$ cat config.mk
export PLATFORM = sky130hd
export DESIGN_NAME = rv64im_instruction_decoder
export DESIGN_NICKNAME = d
export VERILOG_FILES = /design/src/rv64d_pkg.sv /design/src/rv64d_decode.sv /design/src/rv64d_use_counters.sv /design/src/rv64im_instruction_decoder.sv
export SDC_FILE = /design/constraint.sdc
export NUM_CORES = 2
export LEC_CHECK = 0
export BUFFER_PORTS_ARGS = -buffer_cell sky130_fd_sc_hd__buf_2
export CORE_UTILIZATION = 60
export CTS_CLUSTER_DIAMETER = 100
export DETAILED_ROUTE_END_ITERATION = 7
export HOLD_SLACK_MARGIN = 0.15
export PLACE_DENSITY = 0.77
export SYNTH_ARGS = -nofsm -noshare
export SYNTH_HDL_FRONTEND = slang
export SYNTH_SLANG_ARGS = --single-unit
$ cat constraint.sdc
create_clock -name clock -period 7.9 [get_ports clock]
set_input_delay 0.79 -clock clock [delete_from_list [all_inputs] [get_ports clock]]
set_output_delay 0.79 -clock clock [all_outputs]
set_load 0.02 [all_outputs]
$ cat src/rv64d_pkg.sv
// Shared types and constants of the RV64IM instruction decoder.
// Depends on nothing; used by the decode, counter and top-level modules.
package rv64d_pkg;

   // Register file size and use counter width.
   localparam int NUM_REGS    = 32;
   localparam int REG_IDX_W   = 5;
   localparam int COUNT_WIDTH = 32;
   localparam logic [COUNT_WIDTH-1:0] COUNT_MAX = '1;

   // Request stream layout: instruction, then counter index, padded to bytes.
   localparam int REQ_INSTR_LSB = 0;
   localparam int REQ_INDEX_LSB = 32;
   localparam int REQ_DATA_W    = 40;

   // Response stream layout, lowest field first, padded to bytes.
   localparam int RSP_CLASS_LSB = 0;
   localparam int RSP_MNEM_LSB  = 3;
   localparam int RSP_RD_LSB    = 10;
   localparam int RSP_RS1_LSB   = 15;
   localparam int RSP_RS2_LSB   = 20;
   localparam int RSP_IMM_LSB   = 25;
   localparam int RSP_COUNT_LSB = 57;
   localparam int RSP_DATA_W    = 96;

   // Major opcodes, taken from instruction bits 6..2.
   typedef enum logic [4:0] {
      OPC_LOAD       = 5'h00,
      OPC_MISC_MEM   = 5'h03,
      OPC_OP_IMM     = 5'h04,
      OPC_AUIPC      = 5'h05,
      OPC_OP_IMM_32  = 5'h06,
      OPC_STORE      = 5'h08,
      OPC_OP         = 5'h0c,
      OPC_LUI        = 5'h0d,
      OPC_OP_32      = 5'h0e,
      OPC_BRANCH     = 5'h18,
      OPC_JALR       = 5'h19,
      OPC_JAL        = 5'h1b,
      OPC_SYSTEM     = 5'h1c
   } opcode_type;

   // Operation classes reported on the response.
   typedef enum logic [2:0] {
      CL_UPPER,
      CL_IMM,
      CL_JUMP,
      CL_SYS,
      CL_BRANCH,
      CL_STORE,
      CL_REGREG
   } class_type;

   // Dense mnemonic codes, numbered in decode order.
   typedef enum logic [6:0] {
      MN_LUI, MN_AUIPC, MN_JAL, MN_JALR, MN_FENCE, MN_FENCE_I,
      MN_BEQ, MN_BNE, MN_BLT, MN_BGE, MN_BLTU, MN_BGEU,
      MN_LB, MN_LH, MN_LW, MN_LD, MN_LBU, MN_LHU, MN_LWU,
      MN_SB, MN_SH, MN_SW, MN_SD,
      MN_MUL, MN_MULH, MN_MULHSU, MN_MULHU, MN_DIV, MN_DIVU, MN_REM, MN_REMU,
      MN_ADD, MN_SUB, MN_SLL, MN_SLT, MN_SLTU, MN_XOR, MN_SRL, MN_SRA, MN_OR, MN_AND,
      MN_ECALL, MN_EBREAK,
      MN_CSRRW, MN_CSRRS, MN_CSRRC, MN_CSRRWI, MN_CSRRSI, MN_CSRRCI,
      MN_ADDIW, MN_SLLIW, MN_SRLIW, MN_SRAIW,
      MN_MULW, MN_DIVW, MN_DIVUW, MN_REMW, MN_REMUW,
      MN_ADDW, MN_SUBW, MN_SLLW, MN_SRLW, MN_SRAW,
      MN_ADDI, MN_SLLI, MN_SLTI, MN_SLTIU, MN_XORI, MN_SRLI, MN_SRAI, MN_ORI, MN_ANDI
   } mnem_type;

   // Decoded form of one instruction word.
   typedef struct packed {
      class_type              op_class;
      mnem_type               mnemonic;
      logic [REG_IDX_W-1:0]   dest_reg;
      logic [REG_IDX_W-1:0]   src1_reg;
      logic [REG_IDX_W-1:0]   src2_reg;
      logic [31:0]            immediate;
      logic                   illegal;
      logic                   use_rd;
      logic                   use_rs1;
      logic                   use_rs2;
   } dec_type;

   // Counter update request for one decoded instruction.
   typedef struct packed {
      logic                   en;
      logic [REG_IDX_W-1:0]   rd;
      logic [REG_IDX_W-1:0]   rs1;
      logic [REG_IDX_W-1:0]   rs2;
      logic                   use_rd;
      logic                   use_rs1;
      logic                   use_rs2;
   } use_type;

   // Use counter as reported on the 32-bit response field.
   function automatic logic [31:0] count_to_field(input logic [COUNT_WIDTH-1:0] cnt);
      logic [COUNT_WIDTH+31:0] ext;
      ext = {32'b0, cnt};
      return ext[31:0];
   endfunction

endpackage

$ cat src/rv64d_decode.sv
// Combinational decode of one RV64IM instruction word into its fields.
// Depends on rv64d_pkg for the opcode, class and mnemonic codes.
module rv64d_decode (
   input  logic [31:0]        instruction,
   output rv64d_pkg::dec_type dec
);

   logic [2:0]  f3;
   logic        b30;
   logic        b25;
   logic [31:0] imm_i;
   logic [31:0] imm_s;
   logic [31:0] imm_b;
   logic [31:0] imm_u;
   logic [31:0] imm_j;
   logic [31:0] shamt6;
   logic [31:0] shamt5;
   logic [4:0]  rs2;

   // Field extraction and the immediate layouts of each format.
   assign f3     = instruction[14:12];
   assign b30    = instruction[30];
   assign b25    = instruction[25];
   assign rs2    = instruction[24:20];
   assign imm_i  = {{20{instruction[31]}}, instruction[31:20]};
   assign imm_s  = {{20{instruction[31]}}, instruction[31:25], instruction[11:7]};
   assign imm_b  = {{19{instruction[31]}}, instruction[31], instruction[7],
                    instruction[30:25], instruction[11:8], 1'b0};
   assign imm_u  = {instruction[31:12], 12'b0};
   assign imm_j  = {{11{instruction[31]}}, instruction[31], instruction[19:12],
                    instruction[20], instruction[30:21], 1'b0};
   assign shamt6 = {26'b0, instruction[25:20]};
   assign shamt5 = {27'b0, instruction[24:20]};

   // Opcode decode; only bits 6..2 select the major opcode.
   always_comb begin
      dec           = '0;
      dec.dest_reg  = instruction[11:7];
      dec.src1_reg  = instruction[19:15];
      dec.op_class  = rv64d_pkg::CL_UPPER;
      dec.mnemonic  = rv64d_pkg::MN_LUI;
      unique case (rv64d_pkg::opcode_type'(instruction[6:2]))
         rv64d_pkg::OPC_LUI: begin
            dec.op_class  = rv64d_pkg::CL_UPPER;
            dec.mnemonic  = rv64d_pkg::MN_LUI;
            dec.immediate = imm_u;
            dec.use_rd    = 1'b1;
         end
         rv64d_pkg::OPC_AUIPC: begin
            dec.op_class  = rv64d_pkg::CL_IMM;
            dec.mnemonic  = rv64d_pkg::MN_AUIPC;
            dec.immediate = imm_u;
            dec.use_rd    = 1'b1;
         end
         rv64d_pkg::OPC_JAL: begin
            dec.op_class  = rv64d_pkg::CL_JUMP;
            dec.mnemonic  = rv64d_pkg::MN_JAL;
            dec.immediate = imm_j;
            dec.use_rd    = 1'b1;
         end
         rv64d_pkg::OPC_JALR: begin
            dec.op_class  = rv64d_pkg::CL_JUMP;
            dec.mnemonic  = rv64d_pkg::MN_JALR;
            dec.immediate = imm_i;
            dec.use_rd    = 1'b1;
            dec.use_rs1   = 1'b1;
         end
         rv64d_pkg::OPC_MISC_MEM: begin
            // Fences read no register fields.
            dec.op_class  = rv64d_pkg::CL_SYS;
            dec.immediate = imm_i;
            if (f3 <= 3'd1) begin
               dec.mnemonic = rv64d_pkg::mnem_type'(7'(rv64d_pkg::MN_FENCE) + {4'b0, f3});
            end else begin
               dec.illegal = 1'b1;
            end
         end
         rv64d_pkg::OPC_BRANCH: begin
            dec.op_class  = rv64d_pkg::CL_BRANCH;
            dec.src2_reg  = rs2;
            dec.immediate = imm_b;
            dec.use_rs1   = 1'b1;
            dec.use_rs2   = 1'b1;
            if (f3 == 3'd2 || f3 == 3'd3) begin
               dec.illegal = 1'b1;
            end else if (f3 < 3'd2) begin
               dec.mnemonic = rv64d_pkg::mnem_type'(7'(rv64d_pkg::MN_BEQ) + {4'b0, f3});
            end else begin
               dec.mnemonic = rv64d_pkg::mnem_type'(7'(rv64d_pkg::MN_BLT) + {4'b0, f3} - 7'd4);
            end
         end
         rv64d_pkg::OPC_LOAD: begin
            dec.op_class  = rv64d_pkg::CL_IMM;
            dec.immediate = imm_i;
            dec.use_rd    = 1'b1;
            dec.use_rs1   = 1'b1;
            if (f3 == 3'd7) begin
               dec.illegal = 1'b1;
            end else begin
               dec.mnemonic = rv64d_pkg::mnem_type'(7'(rv64d_pkg::MN_LB) + {4'b0, f3});
            end
         end
         rv64d_pkg::OPC_STORE: begin
            dec.op_class  = rv64d_pkg::CL_STORE;
            dec.src2_reg  = rs2;
            dec.immediate = imm_s;
            dec.use_rs1   = 1'b1;
            dec.use_rs2   = 1'b1;
            if (f3 > 3'd3) begin
               dec.illegal = 1'b1;
            end else begin
               dec.mnemonic = rv64d_pkg::mnem_type'(7'(rv64d_pkg::MN_SB) + {4'b0, f3});
            end
         end
         rv64d_pkg::OPC_OP: begin
            dec.op_class = rv64d_pkg::CL_REGREG;
            dec.src2_reg = rs2;
            dec.use_rd   = 1'b1;
            dec.use_rs1  = 1'b1;
            dec.use_rs2  = 1'b1;
            if (b25) begin
               // Multiply and divide extension.
               dec.mnemonic = rv64d_pkg::mnem_type'(7'(rv64d_pkg::MN_MUL) + {4'b0, f3});
            end else begin
               case (f3)
                  3'd0:    dec.mnemonic = b30 ? rv64d_pkg::MN_SUB : rv64d_pkg::MN_ADD;
                  3'd1:    dec.mnemonic = rv64d_pkg::MN_SLL;
                  3'd2:    dec.mnemonic = rv64d_pkg::MN_SLT;
                  3'd3:    dec.mnemonic = rv64d_pkg::MN_SLTU;
                  3'd4:    dec.mnemonic = rv64d_pkg::MN_XOR;
                  3'd5:    dec.mnemonic = b30 ? rv64d_pkg::MN_SRA : rv64d_pkg::MN_SRL;
                  3'd6:    dec.mnemonic = rv64d_pkg::MN_OR;
                  default: dec.mnemonic = rv64d_pkg::MN_AND;
               endcase
            end
         end
         rv64d_pkg::OPC_SYSTEM: begin
            dec.op_class  = rv64d_pkg::CL_SYS;
            dec.immediate = imm_i;
            dec.use_rd    = 1'b1;
            if (f3 == 3'd0) begin
               dec.mnemonic = instruction[20] ? rv64d_pkg::MN_EBREAK : rv64d_pkg::MN_ECALL;
            end else if (f3 <= 3'd3) begin
               // Register forms of the CSR accesses read rs1.
               dec.mnemonic = rv64d_pkg::mnem_type'(7'(rv64d_pkg::MN_CSRRW) + {4'b0, f3} - 7'd1);
               dec.use_rs1  = 1'b1;
            end else if (f3 == 3'd4) begin
               dec.illegal = 1'b1;
            end else begin
               dec.mnemonic = rv64d_pkg::mnem_type'(7'(rv64d_pkg::MN_CSRRWI) + {4'b0, f3} - 7'd5);
            end
         end
         rv64d_pkg::OPC_OP_IMM_32: begin
            dec.op_class = rv64d_pkg::CL_IMM;
            dec.use_rd   = 1'b1;
            dec.use_rs1  = 1'b1;
            case (f3)
               3'd0: begin
                  dec.mnemonic  = rv64d_pkg::MN_ADDIW;
                  dec.immediate = imm_i;
               end
               3'd1: begin
                  dec.mnemonic  = rv64d_pkg::MN_SLLIW;
                  dec.immediate = shamt5;
               end
               3'd5: begin
                  dec.mnemonic  = b30 ? rv64d_pkg::MN_SRAIW : rv64d_pkg::MN_SRLIW;
                  dec.immediate = shamt5;
               end
               default: dec.illegal = 1'b1;
            endcase
         end
         rv64d_pkg::OPC_OP_32: begin
            dec.op_class = rv64d_pkg::CL_REGREG;
            dec.src2_reg = rs2;
            dec.use_rd   = 1'b1;
            dec.use_rs1  = 1'b1;
            dec.use_rs2  = 1'b1;
            if (b25) begin
               if (f3 == 3'd0) begin
                  dec.mnemonic = rv64d_pkg::MN_MULW;
               end else if (f3 >= 3'd4) begin
                  dec.mnemonic = rv64d_pkg::mnem_type'(7'(rv64d_pkg::MN_DIVW) + {4'b0, f3} - 7'd4);
               end else begin
                  dec.illegal = 1'b1;
               end
            end else begin
               case (f3)
                  3'd0:    dec.mnemonic = b30 ? rv64d_pkg::MN_SUBW : rv64d_pkg::MN_ADDW;
                  3'd1:    dec.mnemonic = rv64d_pkg::MN_SLLW;
                  3'd5:    dec.mnemonic = b30 ? rv64d_pkg::MN_SRAW : rv64d_pkg::MN_SRLW;
                  default: dec.illegal  = 1'b1;
               endcase
            end
         end
         rv64d_pkg::OPC_OP_IMM: begin
            dec.op_class  = rv64d_pkg::CL_IMM;
            dec.immediate = imm_i;
            dec.use_rd    = 1'b1;
            dec.use_rs1   = 1'b1;
            case (f3)
               3'd0: dec.mnemonic = rv64d_pkg::MN_ADDI;
               3'd1: begin
                  dec.mnemonic  = rv64d_pkg::MN_SLLI;
                  dec.immediate = shamt6;
               end
               3'd2: dec.mnemonic = rv64d_pkg::MN_SLTI;
               3'd3: dec.mnemonic = rv64d_pkg::MN_SLTIU;
               3'd4: dec.mnemonic = rv64d_pkg::MN_XORI;
               3'd5: begin
                  dec.mnemonic  = b30 ? rv64d_pkg::MN_SRAI : rv64d_pkg::MN_SRLI;
                  dec.immediate = shamt6;
               end
               3'd6:    dec.mnemonic = rv64d_pkg::MN_ORI;
               default: dec.mnemonic = rv64d_pkg::MN_ANDI;
            endcase
         end
         default: dec.illegal = 1'b1;
      endcase
   end

endmodule

$ cat src/rv64d_use_counters.sv
// Bank of saturating per-register use counters with one read port.
// Depends on rv64d_pkg for the counter width and the update record.
module rv64d_use_counters (
   input  logic                                  clock,
   input  logic                                  reset,
   input  rv64d_pkg::use_type                    upd,
   input  logic [rv64d_pkg::REG_IDX_W-1:0]       read_index,
   output logic [rv64d_pkg::COUNT_WIDTH-1:0]     read_count
);

   logic [rv64d_pkg::COUNT_WIDTH-1:0] cnt_ff [rv64d_pkg::NUM_REGS];
   logic [rv64d_pkg::COUNT_WIDTH-1:0] cnt_in [rv64d_pkg::NUM_REGS];

   // Each counter adds up to three hits from one instruction and saturates.
   always_comb begin
      logic [1:0]                          inc;
      logic [rv64d_pkg::COUNT_WIDTH+1:0]   sum;
      for (int i = 0; i < rv64d_pkg::NUM_REGS; i++) begin
         inc = 2'({1'b0, upd.use_rd  && upd.rd  == rv64d_pkg::REG_IDX_W'(i)})
             + 2'({1'b0, upd.use_rs1 && upd.rs1 == rv64d_pkg::REG_IDX_W'(i)})
             + 2'({1'b0, upd.use_rs2 && upd.rs2 == rv64d_pkg::REG_IDX_W'(i)});
         sum = (rv64d_pkg::COUNT_WIDTH+2)'(cnt_ff[i]) + (rv64d_pkg::COUNT_WIDTH+2)'(inc);
         if (!upd.en) begin
            cnt_in[i] = cnt_ff[i];
         end else if (sum > (rv64d_pkg::COUNT_WIDTH+2)'(rv64d_pkg::COUNT_MAX)) begin
            cnt_in[i] = rv64d_pkg::COUNT_MAX;
         end else begin
            cnt_in[i] = sum[rv64d_pkg::COUNT_WIDTH-1:0];
         end
      end
   end

   // Counter registers, cleared by reset.
   always_ff @(posedge clock) begin
      for (int i = 0; i < rv64d_pkg::NUM_REGS; i++) begin
         if (reset) begin
            cnt_ff[i] <= '0;
         end else begin
            cnt_ff[i] <= cnt_in[i];
         end
      end
   end

   assign read_count = cnt_ff[read_index];

endmodule

$ cat src/rv64im_instruction_decoder.sv
// Top level of the RV64IM instruction decoder with register use counters.
// Depends on rv64d_pkg, rv64d_decode and rv64d_use_counters.
//
// Usage:
//   The req channel carries one item per transfer: req_tuser selects the
//   mode (0 decode the instruction word, 1 read one register use counter),
//   and req_tdata holds the instruction word and the counter index.
//   The rsp channel returns exactly one result per request, in order: the
//   class, mnemonic, register numbers, immediate and counter value in
//   rsp_tdata, and the illegal-encoding flag in rsp_tuser.
//   A request is captured in the input register, decoded and counted, and
//   then held in the result register, which drives rsp_tvalid.
//   Throughput is one item per cycle while the receiver does not stall;
//   the decode between those registers is a single pass of logic and each
//   counter updates in the same cycle.
//   A counter read sees the updates of every decode accepted before it.
//   When the receiver stalls, the result register holds and the input
//   register still takes one more item; req_tready drops only when both
//   are full.
//   Synchronous reset empties both registers and clears all 32 counters.
module rv64im_instruction_decoder (
   input  logic                              clock,
   input  logic                              reset,
   input  logic                              req_tvalid,
   output logic                              req_tready,
   // instruction [31:0], counter_index [36:32], zero [39:37]
   input  logic [rv64d_pkg::REQ_DATA_W-1:0]  req_tdata,
   // mode [0]
   input  logic                              req_tuser,
   output logic                              rsp_tvalid,
   input  logic                              rsp_tready,
   // op_class [2:0], mnemonic [9:3], dest_reg [14:10], src1_reg [19:15],
   // src2_reg [24:20], immediate [56:25], count_value [88:57], zero [95:89]
   output logic [rv64d_pkg::RSP_DATA_W-1:0]  rsp_tdata,
   // illegal [0]
   output logic                              rsp_tuser
);

   logic                                   s1_valid_ff;
   logic                                   s1_mode_ff;
   logic [31:0]                            s1_instr_ff;
   logic [rv64d_pkg::REG_IDX_W-1:0]        s1_index_ff;
   logic                                   rsp_valid_ff;
   logic [rv64d_pkg::RSP_DATA_W-1:0]       rsp_data_ff;
   logic [rv64d_pkg::RSP_DATA_W-1:0]       rsp_data_in;
   logic                                   rsp_user_ff;
   logic                                   rsp_user_in;
   logic                                   advance;
   logic                                   req_xfer;
   rv64d_pkg::dec_type                     dec;
   rv64d_pkg::use_type                     upd;
   logic [rv64d_pkg::COUNT_WIDTH-1:0]      read_count;

   // Handshake: the input stage moves on whenever the result register is free.
   assign advance    = !rsp_valid_ff || rsp_tready;
   assign req_tready = !s1_valid_ff || advance;
   assign req_xfer   = req_tvalid && req_tready;

   rv64d_decode u_decode (
      .instruction (s1_instr_ff),
      .dec         (dec)
   );

   // Count register uses of a legal decode as it moves into the result register.
   always_comb begin
      upd         = '0;
      upd.en      = s1_valid_ff && advance && !s1_mode_ff && !dec.illegal;
      upd.rd      = dec.dest_reg;
      upd.rs1     = dec.src1_reg;
      upd.rs2     = instruction_rs2(s1_instr_ff);
      upd.use_rd  = dec.use_rd;
      upd.use_rs1 = dec.use_rs1;
      upd.use_rs2 = dec.use_rs2;
   end

   function automatic logic [rv64d_pkg::REG_IDX_W-1:0] instruction_rs2(input logic [31:0] w);
      return w[24:20];
   endfunction

   rv64d_use_counters u_counters (
      .clock      (clock),
      .reset      (reset),
      .upd        (upd),
      .read_index (s1_index_ff),
      .read_count (read_count)
   );

   // Result packing: a counter read or an illegal word leaves the other fields zero.
   always_comb begin
      rsp_data_in = '0;
      rsp_user_in = 1'b0;
      if (s1_mode_ff) begin
         rsp_data_in[rv64d_pkg::RSP_COUNT_LSB +: 32] = rv64d_pkg::count_to_field(read_count);
      end else if (dec.illegal) begin
         rsp_user_in = 1'b1;
      end else begin
         rsp_data_in[rv64d_pkg::RSP_CLASS_LSB +: 3] = dec.op_class;
         rsp_data_in[rv64d_pkg::RSP_MNEM_LSB  +: 7] = dec.mnemonic;
         rsp_data_in[rv64d_pkg::RSP_RD_LSB    +: 5] = dec.dest_reg;
         rsp_data_in[rv64d_pkg::RSP_RS1_LSB   +: 5] = dec.src1_reg;
         rsp_data_in[rv64d_pkg::RSP_RS2_LSB   +: 5] = dec.src2_reg;
         rsp_data_in[rv64d_pkg::RSP_IMM_LSB   +: 32] = dec.immediate;
      end
   end

   // Input register.
   always_ff @(posedge clock) begin
      if (reset) begin
         s1_valid_ff <= 1'b0;
      end else if (req_tready) begin
         s1_valid_ff <= req_tvalid;
      end
      if (req_xfer) begin
         s1_mode_ff  <= req_tuser;
         s1_instr_ff <= req_tdata[rv64d_pkg::REQ_INSTR_LSB +: 32];
         s1_index_ff <= req_tdata[rv64d_pkg::REQ_INDEX_LSB +: rv64d_pkg::REG_IDX_W];
      end
   end

   // Result register.
   always_ff @(posedge clock) begin
      if (reset) begin
         rsp_valid_ff <= 1'b0;
      end else if (advance) begin
         rsp_valid_ff <= s1_valid_ff;
      end
      if (advance && s1_valid_ff) begin
         rsp_data_ff <= rsp_data_in;
         rsp_user_ff <= rsp_user_in;
      end
   end

   assign rsp_tvalid = rsp_valid_ff;
   assign rsp_tdata  = rsp_data_ff;
   assign rsp_tuser  = rsp_user_ff;

endmodule

Word-level counts from Yosys, hierarchy flattened
Memories as Yosys holds them, arrays and structs flattened. A register that Yosys moved wholly into a read port is not among the register bits.
Cells that the tools add are included.
{ "classes": {"n_addsub": 109, "n_mul": 0, "n_div": 0, "magnitude_cmp": 37, "eq_ne": 112, "shifts": 0, "mux": 144, "n_bitwise": 33, "reduce_logical": 123} }
{ "ops": {"columns": ["op", "count"], "rows": [
  ["$mux 32", 97],
  ["$gt 34x32->1 const B", 32],
  ["$add 32x2->33", 32],
  ["$eq 5x5->1 const B", 52],
  ["$pmux 32 s7", 1],
  ["$eq 5x4->1 const B", 28],
  ["$pmux 10 s12", 1],
  ["$logic_and 1x1->1", 100],
  ["$pmux 7 s7", 2],
  ["$mux 7", 12],
  ["$eq 5x3->1 const B", 15],
  ["$add 1x1->2", 32],
  ["$add 2x1->2", 32],
  ["$pmux 32 s2", 1],
  ["$pmux 7 s3", 2],
  ["$eq 5x2->1 const B", 7],
  ["$or 1x1->1", 32],
  ["$add 6x3->7 const A", 3],
  ["$mux 1", 21],
  ["$sub 7x3->7 const B", 3],
  ["$logic_not 5->1", 4],
  ["$eq 5x1->1 const B", 3],
  ["$add 5x3->6 const A", 2],
  ["$eq 3x3->1 const B", 4],
  ["other kinds (25)", 40]
]} }
{ "word_totals": {"reg_bits": 98, "latchBits": 0, "mem_bits_rw": 1024, "romBits": 0, "in_bits": 45, "out_inout_bits": 99, "elab_cells": 567, "n_memories": 1} }
{ "memory_table": {"columns": ["name", "words", "word_bits", "rd", "rd_clocked_by_memory_dff", "write_ports", "line", "rtl"], "rows": [
  ["u_counters.cnt_ff", 32, 32, 33, 1, 32, "rv64d_use_counters.sv:11", "logic [rv64d_pkg::COUNT_WIDTH-1:0] cnt_ff [rv64d_pkg::NUM_REGS];"]
]} }

Logic depth before layout (Yosys ltp)
{ "depth": {"depth_word": 12, "mapped_depth": 22, "mapped_depth_nobuf": 18} }

Hierarchy
From an unflattened synthesis, not the netlist that was laid out.
{ "unflattened": {"hier_cells": 7742, "hier_area_um2": 68385.6} }
{ "by_module_without_submodules": {"columns": ["module", "n_inst", "cells_per_inst", "area_each_um2", "seq_area_each_um2"], "rows": [
  ["rv64d_use_counters", 1, 7166, 61710.4, 20499.7],
  ["rv64im_instruction_decoder", 1, 247, 4619.4, 3883.7],
  ["rv64d_decode", 1, 329, 2055.7, 0.0]
]} }

Worst setup path before layout
OpenSTA, ideal clock, no wires.
{ "synth_path": {"path_type": "in2reg", "startpoint": "input port rsp_tready", "endpoint": "memory u_counters.cnt_ff[1][26] (netlist name)", "setup_time_ns": 0.132, "arrival_ns": 6.836, "required_time_ns": 7.768, "setup_slack_ns": 0.932, "stages": 9, "n_path_buf": 3, "path_cell_list": "nor2b_1 nor2b_1 nand2b_1 or4_4 buf_6 buf_2 buf_2 o41ai_1 a21oi_1"} }
{ "synth_rtl": {"columns": ["item", "line", "rtl"], "rows": [
  ["start: declaration", "rv64im_instruction_decoder.sv:31", "input logic rsp_tready,"],
  ["end: declaration", "rv64d_use_counters.sv:11", null]
]} }

==> impl_metrics.csv <==
group,metric,value,unit
outcome,status,"completed",
global_route,antenna_found_initial,15,
die,die_x,340,um
yosys,yosysTopAreaCellShare,0.300,
critical_path,crit_path_frequent_cell,"ha_1",
yosys,avgSynthCellArea,8.70,sq um
critical_path,end_kind,"register",
sta,worst_pin_slew,1.19,ns
sta,rsz0062_at_grt,"no",
clock_tree,cts-root-buf,"clkbuf_16",
critical_path,crit_slowest_cell,"or4_1",
final_layout,fillers,9070,
clock_tree,cts.sinks,1152,
power_and_ir_drop,p_leak,24.2,nW
critical_path,worstPathArrival,7.42,ns
die,io_pins,144,
power_and_ir_drop,pwr_density_cell,176,mW/mm^2
yosys,yosys-top-cells-area,"dfxtp_1 (30%), mux4_2 (11%), a311oi_1 (5.6%)",
die,start_util,0.606,
yosys,synth_edf_count,126,
yosys,synth_top_cell_by_area,"dfxtp_1",
yosys,syn_inst,7860,
sta,finalSetupViolCount,0,
sta,finalMaxSlewViolations,0,
die,die_h,340,um
sta,slew_headroom,0.207,
clock_tree,cts_buffers,134,
sta,fin_crit_sh,0.854,
global_route,track_usage,0.390,
final_layout,drive_above_1_share,0.114,
final_layout,final-seq-area,0.0243,sq mm
yosys,yosys_warnings,0,
critical_path,critical_path_class,"reg -> reg",
die,num_rows,123,
critical_path,reg2reg_slack,1.15,ns
global_route,grt_pass1_vias,60900,
route,routedWlPerCell,25.0,um
critical_path,worstPathRequired,8.58,ns
final_layout,multiInputGateArea,0.0407,sq mm
final_layout,nets,7887,
yosys,ys_async_sr_fraction,0,
place,place_hpwl,163000,um
critical_path,crit_fanout,20,
route,finalWirelength,233000,um
power_and_ir_drop,peakVddDrop,0.232,mV
sta,tns,0,ns
clock_tree,cts.htree.levels,4,
clock_tree,cts_tree,"yes",
yosys,synth-main-ff-cell,"dfxtp_1",
sta,fmax,148,MHz
critical_path,max_stage_delay,0.91,ns
place,gp_congestion,1.08,
clock_tree,cts.reportedPaths.clkPinSlew,0.06,ns
yosys,synth_commonest_cells,"dfxtp_1 (1026), a21oi_1 (758), nand2_1 (672), nor3_1 (515), nor2_1 (504)",
clock_tree,ctsResizeCount,0,
route,vias,68400,
sta,min_period,6.75,ns
clock_tree,postCtsHoldBufs,0,
route,drc,0,
global_route,grt_max_degree,217,
critical_path,critPathLaunchType,"register",
final_layout,syn2layout_area_growth,8.88,%
yosys,synth.most_common_cell,"dfxtp_1",
route,drtIter0Drc,11600,
die,core,0.113,sq mm
sta,final-hold-violation-count,0,
critical_path,cp_cell_sequence,"ha_1, ha_1, nor2_1, o32a_1, o32ai_1, nand2_1, nor2_1, fa_1, ha_1, inv_1, fa_1, nand2b_1, or4_1, or4_1, o21ai_0, a21oi_1, a311oi_1",
clock_tree,post_cts_buffers,0,
place,port_buffers,131,
route,viasPerCell,7.34,
yosys,synth_seq_area_share,0.356,
yosys,netlist_area,0.0684,sq mm
yosys,ys_ff_latch,1152,
route,dr.pass1.iters,7,
route,final_antenna_net_count,0,
final_layout,utilization,0.660,
die,die_area,0.115,sq mm
global_route,grt.overflow.total,0,
yosys,synth_cell_types,83,
sta,skew,0.0361,ns
clock_tree,clk_path_buf_depth,3,
hold_path,holdCritPathClass,"in -> reg",
clock_tree,clock_latency,0.78,ns
job,drv_cap,0,
global_route,grt_pass1_wl,357000,um
==> final timing paths <==
kind	start	end	cells after the start
max reg2reg	s1_instr_ff[12]	u_counters.cnt_ff[12][5]	17
min	req_tdata[32]	s1_index_ff[0]	1
max	s1_instr_ff[12]	u_counters.cnt_ff[12][5]	17
min reg2reg	u_counters.cnt_ff[28][27]	u_counters.cnt_ff[28][27]	1
==> report_power, final <==
part	leakage [nW]	total (mW)	internal (mW)	switching [mW]
sequential	9.43	6.01	5.96	0.0486
combinational	12.6	0.663	0.191	0.472
clock	2.24	6.43	3.81	2.62
==> registers in the layout, indices dropped and copies added, names as in the netlist <==
| name | cells |
|---|---|
| s1_mode_ff | 1 |
| rsp_tdata | 89 |
| s1_instr_ff | 30 |
| s1_index_ff | 5 |
| rsp_tuser | 1 |
| u_counters.cnt_ff | 1024 |
| rsp_tvalid | 1 |
| s1_valid_ff | 1 |
==> routing by layer <==
layer / routed length [um] / track usage
met5: 99 / 0
met4: 11500 / 0.181
met2: 98600 / 0.565
met3: 33400 / 0.123
met1: 89100 / 0.528
==> cell families (layout without fill, tap and decap cells) <==
group / after synthesis / in the layout / synth area share
other: 1 / 12 / 0.0000548
xor gates and xnor gates: 1 / 1 / 0.000128
and+or+nand+nor: 3163 / 3163 / 0.238
DFF: 1152 / 1152 / 0.356
muxes: 356 / 356 / 0.111
AOI/OAI and AO/OA: 2182 / 2182 / 0.212
buffers and inverters: 864 / 809 / 0.0502
adders and majority gates: 141 / 141 / 0.0328
==> per-stage QoR <==
step / cell area (sq um) / total power [mW] / hold slack [ns] / cells / worst slack [ns]
finish: 74500 / 13.1 / 0.187 / 9316 / 1.15
CTS: 74400 / 13.1 / 0.159 / 9311 / 1.36
global route: 74400 / 13.4 / 0.182 / 9311 / 0.910
detailed placement: 69900 / 6.78 / 0.471 / 9065 / 1.38
global placement: 69900 / 6.77 / 0.467 / 9065 / 1.60
floorplan: 68400 / 6.59 / 0.439 / 7866 / 0.932
==> critical path: cells and delay by family, from the launching register on <==
family                     cells  cell delay [ns]
DFF                            1             0.76
and+or+nand+nor                6             2.84
AOI/OAI and AO/OA              5             1.35
adders and majority gates      5             1.63
buffers and inverters          1             0.07
==> cell usage in the layout (no fill, tap or decap), drive strengths merged, types with 79 or more instances in the layout <==
| master | n |
|---|---|
| dfxtp | 1026 |
| a21oi | 758 |
| nand2 | 672 |
| nor3 | 515 |
| nor2 | 511 |
| a311oi | 440 |
| nand3 | 354 |
| mux4 | 320 |
| inv | 297 |
| buf | 276 |
| and3 | 264 |
| a211oi | 259 |
| o21ai | 253 |
| clkbuf | 206 |
| nor4 | 196 |
| a31oi | 176 |
| nand4 | 167 |
| edfxtp | 126 |
| and4 | 111 |
| and2 | 110 |
| a41oi | 79 |
==> layout make-up <==
cell class / instances / area share
well taps: 1500 / 0.0252
flip-flops and latches: 1152 / 0.327
repair buffers: 276 / 0.0261
clock buffers: 206 / 0.0550
clock inverters: 40 / 0.00575
multi-input cells: 5850 / 0.547
diodes: 5 / 0.000168
inverters: 287 / 0.0145
(Power assumes the default switching activity.)
